--- config.mk ---
export PLATFORM = sky130hd
export DESIGN_NAME = adsr_envelope_generator
export DESIGN_NICKNAME = d
export VERILOG_FILES = /design/src/adsr_pkg.sv /design/src/adsr_envelope_generator.sv
export SDC_FILE = /design/constraint.sdc
export NUM_CORES = 1
export LEC_CHECK = 0
export BUFFER_PORTS_ARGS = -buffer_cell sky130_fd_sc_hd__buf_2
export CORE_MARGIN = 4
export CORE_UTILIZATION = 67
export DETAILED_ROUTE_END_ITERATION = 8
export PLACE_DENSITY_LB_ADDON = 0.05
export REMOVE_ABC_BUFFERS = 1
export SLEW_MARGIN = 20
export SYNTH_ARGS = -nofsm -noshare
export SYNTH_HDL_FRONTEND = slang
export SYNTH_SLANG_ARGS = --single-unit
--- constraint.sdc ---
create_clock -name clk_i -period 15.77 [get_ports clk_i]
set_input_delay 3.9425 -clock clk_i [delete_from_list [all_inputs] [get_ports clk_i]]
set_output_delay 3.9425 -clock clk_i [all_outputs]
set_load 0.05 [all_outputs]
--- src/adsr_pkg.sv ---
// Package for the linear ADSR envelope generator.
// Holds the phase and sequencer types, field widths, register indexes and constants.
// Has no dependencies of its own.
package adsr_pkg;

  // Field widths.
  localparam int unsigned LEVEL_W   = 17;
  localparam int unsigned TIME_W    = 24;
  localparam int unsigned DT_W      = 16;
  localparam int unsigned CFG_IDX_W = 2;
  localparam int unsigned CFG_DAT_W = 24;

  // Divider widths: the dividend is elapsed time times a 17-bit level span.
  localparam int unsigned NUM_W = DT_W + LEVEL_W;
  localparam int unsigned REM_W = TIME_W + 1;
  localparam int unsigned CNT_W = $clog2(NUM_W);
  localparam int unsigned SUM_W = NUM_W + 1;

  // Level full scale (1.0 in Q1.16) and the shortest phase time.
  localparam logic [LEVEL_W-1:0] FULL_SCALE  = LEVEL_W'(65536);
  localparam logic [TIME_W-1:0]  MIN_TIME_US = TIME_W'(1000);

  // Configuration register reset values.
  localparam logic [TIME_W-1:0]  ATTACK_RST  = TIME_W'(10000);
  localparam logic [TIME_W-1:0]  DECAY_RST   = TIME_W'(10000);
  localparam logic [LEVEL_W-1:0] SUSTAIN_RST = LEVEL_W'(49152);
  localparam logic [TIME_W-1:0]  RELEASE_RST = TIME_W'(10000);

  // Configuration register indexes.
  localparam logic [CFG_IDX_W-1:0] CFG_ATTACK  = CFG_IDX_W'(0);
  localparam logic [CFG_IDX_W-1:0] CFG_DECAY   = CFG_IDX_W'(1);
  localparam logic [CFG_IDX_W-1:0] CFG_SUSTAIN = CFG_IDX_W'(2);
  localparam logic [CFG_IDX_W-1:0] CFG_RELEASE = CFG_IDX_W'(3);

  // Request kinds carried in the mode field.
  localparam logic MODE_TICK = 1'b0;
  localparam logic MODE_GATE = 1'b1;

  // Envelope phase.
  typedef enum logic [2:0] {
    PH_IDLE    = 3'd0,
    PH_ATTACK  = 3'd1,
    PH_DECAY   = 3'd2,
    PH_SUSTAIN = 3'd3,
    PH_RELEASE = 3'd4
  } phase_e;

  // Sequencer state.
  typedef enum logic [2:0] {
    SQ_IDLE,
    SQ_PREP,
    SQ_DIV,
    SQ_APPLY,
    SQ_DONE
  } seq_e;

endpackage

--- src/adsr_envelope_generator.sv ---
// Linear ADSR envelope generator, top level.
// Uses adsr_pkg for types and constants; the step divider is a shared restoring unit.
//
//   channel | direction | handshake              | payload
//   --------+-----------+------------------------+----------------------------------
//   in      | to block  | in_valid_i/in_ready_o  | mode_i, gate_on_i, elapsed_us_i
//   out     | from block| out_valid_o/out_ready_i| level_o, phase_o
//   cfg     | to block  | cfg_valid_i/cfg_ready_o| cfg_index_i, cfg_data_i
//
// A tick in attack, decay or release goes from request to result in these steps: latch
// the request, form the dividend, run the bit-serial divider (one quotient bit per
// cycle), update the envelope and load the output register.
// Gate events and ticks in idle or sustain skip the divider. The next request is taken once
// the sequencer is back in idle, even if the last result still waits in the output
// register; a stalled output holds the sequencer in its final state.
// Reset clears the envelope to idle at level zero and loads the default configuration.
module adsr_envelope_generator
  import adsr_pkg::*;
(
  input  logic                 clk_i,
  input  logic                 rst_ni,
  // Input requests.
  input  logic                 in_valid_i,
  output logic                 in_ready_o,
  input  logic                 mode_i,
  input  logic                 gate_on_i,
  input  logic [DT_W-1:0]      elapsed_us_i,
  // Results.
  output logic                 out_valid_o,
  input  logic                 out_ready_i,
  output logic [LEVEL_W-1:0]   level_o,
  output logic [2:0]           phase_o,
  // Configuration writes.
  input  logic                 cfg_valid_i,
  output logic                 cfg_ready_o,
  input  logic [CFG_IDX_W-1:0] cfg_index_i,
  input  logic [CFG_DAT_W-1:0] cfg_data_i
);

  // Configuration registers.
  logic [TIME_W-1:0]  attack_q, decay_q, release_q;
  logic [LEVEL_W-1:0] sustain_q;

  // Envelope state.
  phase_e             phase_q, phase_d;
  logic [LEVEL_W-1:0] level_q, level_d;

  // Sequencer and latched request.
  seq_e               seq_q, seq_d;
  logic               mode_q, gate_q;
  logic [DT_W-1:0]    dt_q;

  // Divider registers: the dividend register collects the quotient as it shifts.
  logic [NUM_W-1:0]   num_q, num_d;
  logic [REM_W-1:0]   rem_q, rem_d;
  logic [TIME_W-1:0]  div_q, div_d;
  logic [CNT_W-1:0]   cnt_q, cnt_d;

  // Output register.
  logic               out_valid_q, out_valid_d;
  logic [LEVEL_W-1:0] out_level_q;
  phase_e             out_phase_q;
  logic               out_load;

  // Combinational helpers.
  logic [LEVEL_W-1:0] sus_sat;
  logic [LEVEL_W-1:0] span;
  logic [TIME_W-1:0]  phase_time;
  logic [TIME_W-1:0]  div_floor;
  logic [NUM_W-1:0]   product;
  logic               needs_div;
  logic [REM_W-1:0]   rem_shift;
  logic               q_bit;
  logic [SUM_W-1:0]   step_ext, lvl_ext, sus_ext;
  logic [SUM_W-1:0]   attack_sum, decay_bound;
  logic               active;

  assign cfg_ready_o = 1'b1;
  assign in_ready_o  = (seq_q == SQ_IDLE);

  // Configuration register writes.
  always_ff @(posedge clk_i or negedge rst_ni) begin
    if (!rst_ni) begin
      attack_q  <= ATTACK_RST;
      decay_q   <= DECAY_RST;
      sustain_q <= SUSTAIN_RST;
      release_q <= RELEASE_RST;
    end else if (cfg_valid_i) begin
      case (cfg_index_i)
        CFG_ATTACK:  attack_q  <= cfg_data_i[TIME_W-1:0];
        CFG_DECAY:   decay_q   <= cfg_data_i[TIME_W-1:0];
        CFG_SUSTAIN: sustain_q <= cfg_data_i[LEVEL_W-1:0];
        CFG_RELEASE: release_q <= cfg_data_i[TIME_W-1:0];
        default: ;
      endcase
    end
  end

  // Sustain level saturated to full scale, and the level span of the current phase.
  assign sus_sat = (sustain_q > FULL_SCALE) ? FULL_SCALE : sustain_q;
  assign span    = (phase_q == PH_DECAY) ? (FULL_SCALE - sus_sat) : FULL_SCALE;

  // Phase time, floored at the shortest allowed duration.
  always_comb begin
    case (phase_q)
      PH_ATTACK: phase_time = attack_q;
      PH_DECAY:  phase_time = decay_q;
      default:   phase_time = release_q;
    endcase
  end
  assign div_floor = (phase_time < MIN_TIME_US) ? MIN_TIME_US : phase_time;

  // Dividend: elapsed time times the level span.
  assign product = NUM_W'(dt_q) * NUM_W'(span);

  // Only ticks in a moving phase need a step.
  always_comb begin
    needs_div = 1'b0;
    if (mode_q == MODE_TICK) begin
      needs_div = phase_q inside {PH_ATTACK, PH_DECAY, PH_RELEASE};
    end
  end

  // One restoring divider step: shift in the next dividend bit, subtract when it fits.
  assign rem_shift = {rem_q[REM_W-2:0], num_q[NUM_W-1]};
  assign q_bit     = (rem_shift >= REM_W'(div_q));

  // Step comparisons, carried one bit wider than the quotient.
  assign step_ext    = SUM_W'(num_q);
  assign lvl_ext     = SUM_W'(level_q);
  assign sus_ext     = SUM_W'(sus_sat);
  assign attack_sum  = lvl_ext + step_ext;
  assign decay_bound = step_ext + sus_ext;
  assign active      = phase_q inside {PH_ATTACK, PH_DECAY, PH_SUSTAIN};

  // Output register loads when the sequencer finishes and the slot is free.
  assign out_load = (seq_q == SQ_DONE) && (!out_valid_q || out_ready_i);

  // Sequencer, divider and envelope update.
  always_comb begin
    seq_d       = seq_q;
    num_d       = num_q;
    rem_d       = rem_q;
    div_d       = div_q;
    cnt_d       = cnt_q;
    phase_d     = phase_q;
    level_d     = level_q;
    out_valid_d = out_valid_q;
    if (out_valid_q && out_ready_i) begin
      out_valid_d = 1'b0;
    end
    case (seq_q)
      SQ_IDLE: begin
        if (in_valid_i) begin
          seq_d = SQ_PREP;
        end
      end
      SQ_PREP: begin
        num_d = product;
        rem_d = '0;
        div_d = div_floor;
        cnt_d = CNT_W'(NUM_W - 1);
        seq_d = needs_div ? SQ_DIV : SQ_APPLY;
      end
      SQ_DIV: begin
        num_d = {num_q[NUM_W-2:0], q_bit};
        rem_d = q_bit ? (rem_shift - REM_W'(div_q)) : rem_shift;
        cnt_d = cnt_q - CNT_W'(1);
        if (cnt_q == '0) begin
          seq_d = SQ_APPLY;
        end
      end
      SQ_APPLY: begin
        seq_d = SQ_DONE;
        if (mode_q == MODE_GATE) begin
          if (gate_q && !active) begin
            phase_d = PH_ATTACK;
          end else if (!gate_q && active) begin
            phase_d = PH_RELEASE;
          end
        end else begin
          case (phase_q)
            PH_ATTACK: begin
              if (attack_sum >= SUM_W'(FULL_SCALE)) begin
                level_d = FULL_SCALE;
                phase_d = (decay_q != '0) ? PH_DECAY : PH_SUSTAIN;
              end else begin
                level_d = attack_sum[LEVEL_W-1:0];
              end
            end
            PH_DECAY: begin
              if (lvl_ext <= decay_bound) begin
                level_d = sus_sat;
                phase_d = PH_SUSTAIN;
              end else begin
                level_d = level_q - num_q[LEVEL_W-1:0];
              end
            end
            PH_RELEASE: begin
              if (lvl_ext <= step_ext) begin
                level_d = '0;
                phase_d = PH_IDLE;
              end else begin
                level_d = level_q - num_q[LEVEL_W-1:0];
              end
            end
            default: ;
          endcase
        end
      end
      SQ_DONE: begin
        if (out_load) begin
          out_valid_d = 1'b1;
          seq_d       = SQ_IDLE;
        end
      end
      default: seq_d = SQ_IDLE;
    endcase
  end

  // Control state.
  always_ff @(posedge clk_i or negedge rst_ni) begin
    if (!rst_ni) begin
      seq_q       <= SQ_IDLE;
      phase_q     <= PH_IDLE;
      level_q     <= '0;
      out_valid_q <= 1'b0;
      cnt_q       <= '0;
    end else begin
      seq_q       <= seq_d;
      phase_q     <= phase_d;
      level_q     <= level_d;
      out_valid_q <= out_valid_d;
      cnt_q       <= cnt_d;
    end
  end

  // Payload registers: latched request, divider datapath and result.
  always_ff @(posedge clk_i) begin
    if (in_valid_i && in_ready_o) begin
      mode_q <= mode_i;
      gate_q <= gate_on_i;
      dt_q   <= elapsed_us_i;
    end
    num_q <= num_d;
    rem_q <= rem_d;
    div_q <= div_d;
    if (out_load) begin
      out_level_q <= level_q;
      out_phase_q <= phase_q;
    end
  end

  assign out_valid_o = out_valid_q;
  assign level_o     = out_level_q;
  assign phase_o     = out_phase_q;

`ifndef SYNTHESIS
  // The level never leaves the range zero to full scale.
  assert property (@(posedge clk_i) disable iff (!rst_ni) level_q <= FULL_SCALE)
    else $error("envelope level above full scale");

  // The idle phase is only reached with the level at zero.
  assert property (@(posedge clk_i) disable iff (!rst_ni)
    (phase_q == PH_IDLE) |-> (level_q == '0))
    else $error("idle phase with non-zero level");

  // A taken request blocks the input until its result is formed.
  assert property (@(posedge clk_i) disable iff (!rst_ni)
    (in_valid_i && in_ready_o) |=> !in_ready_o)
    else $error("input ready right after a request");

  // The divider hands over to the update step after its last quotient bit.
  assert property (@(posedge clk_i) disable iff (!rst_ni)
    (seq_q == SQ_DIV && cnt_q == '0) |=> (seq_q == SQ_APPLY))
    else $error("divider did not finish on its last bit");
`endif

endmodule
==> run summary <==
status -> complete, no violations
gpl congestion -> 0.998
min-delay src -> attack_q[11]
area delta synth->final -> 6.49%
CTS clock-pin slew for the worst setup and hold paths -> 0.06 ns
drt drc -> 0
CTS tree -> built
die area -> 0.0401 mm²
setup tns final -> 0 ns
Hold/Removal Path Class -> reg2reg
Synth area leaders -> fa_1 17%, edfxtp_1 14%, dfrtp_1 10%, ha_1 10%, inv_1 5.2%
post-synth top area cell -> fa_1
CTS H-tree lvls -> 1
Iteration-0 DRC Markers -> 1765
nets -> 3139
DR WL/cell -> 23.0 µm
post-synth top area share -> 17.2%
flops & latches, synth -> 238
Worst-Margin Slew -> 1.12 ns
M2 GR Usage -> 57.9%
Netlist cell types -> 91
Std-Cell Rows -> 70
Detailed Route WL -> 72.9 mm
vias in the first global route -> 21000
CP startpoint kind -> flip-flop
critical setup path kind -> reg2reg
Synth warnings -> 0
DPL Wire Length -> 56.1 mm
Post-synth EDFFs -> 119
min Tclk post-route -> 8.98 ns
# setup viols final -> 0
r2r startpoint -> sustain_q[16]
sequential share of the synthesized area -> 26.6%
I/O pin total -> 72
Initial Util -> 67.7%
met1 Resource Use GR -> 48.3%
Chip Width -> 200 µm
Core Area -> 0.0365 mm²
Worst-Skew Late Latency -> 0.56 ns
Most used DFF post-synth -> edfxtp_1
CP dominant cell by count -> fa_1
Fillers -> 2707
Reg area -> 0.00657 mm²
CTS root buf -> clkbuf_16
Final Cycle Share -> 57.0%
layout cell share with drive strength beyond 1 -> 10.7%
commonest non-fill, non-tap cells in the layout -> 342 x inv_1, 262 x nand2_1, 212 x fa_1, 200 x ha_1, 165 x nor2_1
GR Util All Layers -> 35.9%
fmax -> 0.111 GHz
Max-slew headroom -> 25.0%
Final Hold Fails -> 0
Routed Antenna Nets -> 0
Critical Path Max Stage Delay -> 0.70 ns
max_cap viols -> 0
Hold Buf Count CTS -> 0
first-pass GRT wire length -> 115 mm
RSZ-0062 raised after global routing -> no
Worst R2R End -> num_q[24]
Critical Path AT -> 9.25 ns
reg2reg setup slack -> 6.79 ns
Via density -> 6.48
Required @ worst endpoint -> 16.04 ns
Post-Syn Instances -> 2673
WHS Endpoint -> attack_q[11]
GR Overflow Total -> 0
met3 usage in global routing -> 6.80%
clk buf depth -> 3
pin count of the biggest net entering global routing -> 77
initial antenna violation count -> 2
syn avg cell area -> 9.26 µm²
crit end category -> flip-flop
async set or reset register ratio after synthesis -> 50.0%
first drt pass iteration count -> 5
post-cts sizing count -> 0
Die Height -> 200 µm
slowest CP cell -> dfrtp_1
clock sinks -> 238
crit path max fanout -> 18
busiest grt layer -> met2
leading cell type in the layout, fill and taps excluded -> inv_1
footprint of the multi-input gates -> 0.0164 mm²
worst-case reg-to-reg path depth -> 29
Worst Clk Skew -> 0.0112 ns
DR vias -> 20500
Num CTS Buffers -> 27
port bufs -> 70
mapped cell area -> 0.0247 mm²
Hold Crit Depth -> 1
postcts setup bufs -> 0
Slew Limit Fails -> 0
==> final cells by class <==
cell class              instances  share of cell area (%)
diodes                          1                 0.00950
flip-flops and latches        238                    24.9
repair buffers                 97                    2.11
multi-input cells            1972                    62.3
inverters                     342                    4.87
clock buffers                  35                    2.99
well taps                     468                    2.22
clock inverters                15                   0.541
==> worst max-delay path: cells and delay by family (launching register included) <==
kind | cells | cell delay [ns]
xor+xnor | 2 | 0.32
fa+ha+maj | 8 | 3.63
buf+inv | 4 | 0.35
simple gates | 10 | 2.53
flops | 1 | 0.70
compound gates | 5 | 1.13
==> state kept, by name, indices dropped and copies added, names as in the netlist, 6 cells and up <==
| register | cells |
|---|---|
| level_o | 17 |
| cnt_q | 6 |
| rem_q | 24 |
| decay_q | 24 |
| dt_q | 16 |
| attack_q | 24 |
| release_q | 24 |
| div_q | 24 |
| level_q | 17 |
| num_q | 33 |
| sustain_q | 17 |
==> cells by family after synthesis <==
kind of cell             count (synthesis)  synth area share (%)
buffers and inverters                  463                  7.21
other                                    1                0.0152
AO/OA/AOI/OAI                          490                  13.1
AND/OR/NAND/NOR                        851                  17.1
adder cells (fa/ha/maj)                412                  27.3
XOR/XNOR                               103                  3.65
flip-flops                             238                  26.6
multiplexers                           115                  5.11
==> metal layers <==
layer	wire, µm	part of all wire [%]
met2	33900	46
met4	3450	4.7
met5	0	0
met3	6600	9.1
met1	29000	40
==> how the worst max path moves through the flow <==
stage | slack, ns | start | to
after CTS | 6.93 | sustain_q[16] | num_q[25]
final | 6.79 | sustain_q[16] | num_q[24]
after detailed placement | 6.94 | sustain_q[16] | num_q[32]
after global routing | 6.29 | sustain_q[16] | num_q[24]
after floorplan | 7.73 | phase_q[1] | num_q[30]
after global placement | 7.20 | sustain_q[16] | num_q[24]
==> metrics by stage <==
| step | std cells | instance area (µm²) | setup WS [ns] | hold WS [ns] | utilization, % |
|---|---|---|---|---|---|
| after detailed placement | 3117 | 25400 | 6.94 | 0.480 | 69.6 |
| after global placement | 3117 | 25400 | 7.20 | 0.469 | 69.6 |
| final | 3168 | 26300 | 6.79 | 0.511 | 72.1 |
| after CTS | 3167 | 26300 | 6.93 | 0.509 | 72.1 |
| after floorplan | 2552 | 24200 | 7.73 | 0.446 | - |
| after global routing | 3167 | 26300 | 6.29 | 0.516 | 72.1 |
==> synthesized netlist by cell type, drive strengths merged (17+ instances only) <==
cell / number
nand2b: 30
clkbuf: 102
and3: 37
fa: 212
ha: 200
inv: 342
nor3: 55
a21oi: 134
o21bai: 19
buf: 19
mux2i: 25
a31oi: 18
edfxtp: 119
nor2b: 23
mux2: 90
nand2: 264
and2: 117
nor2: 166
or3: 17
nand3: 44
dfrtp: 102
dfstp: 17
nor4: 34
nand4: 24
xnor2: 68
o21ai: 106
a21o: 37
xor2: 35
Power is left out: the tool's default activity adds up to more than one toggle a clock period on the data nets, which glitch-free logic cannot reach.
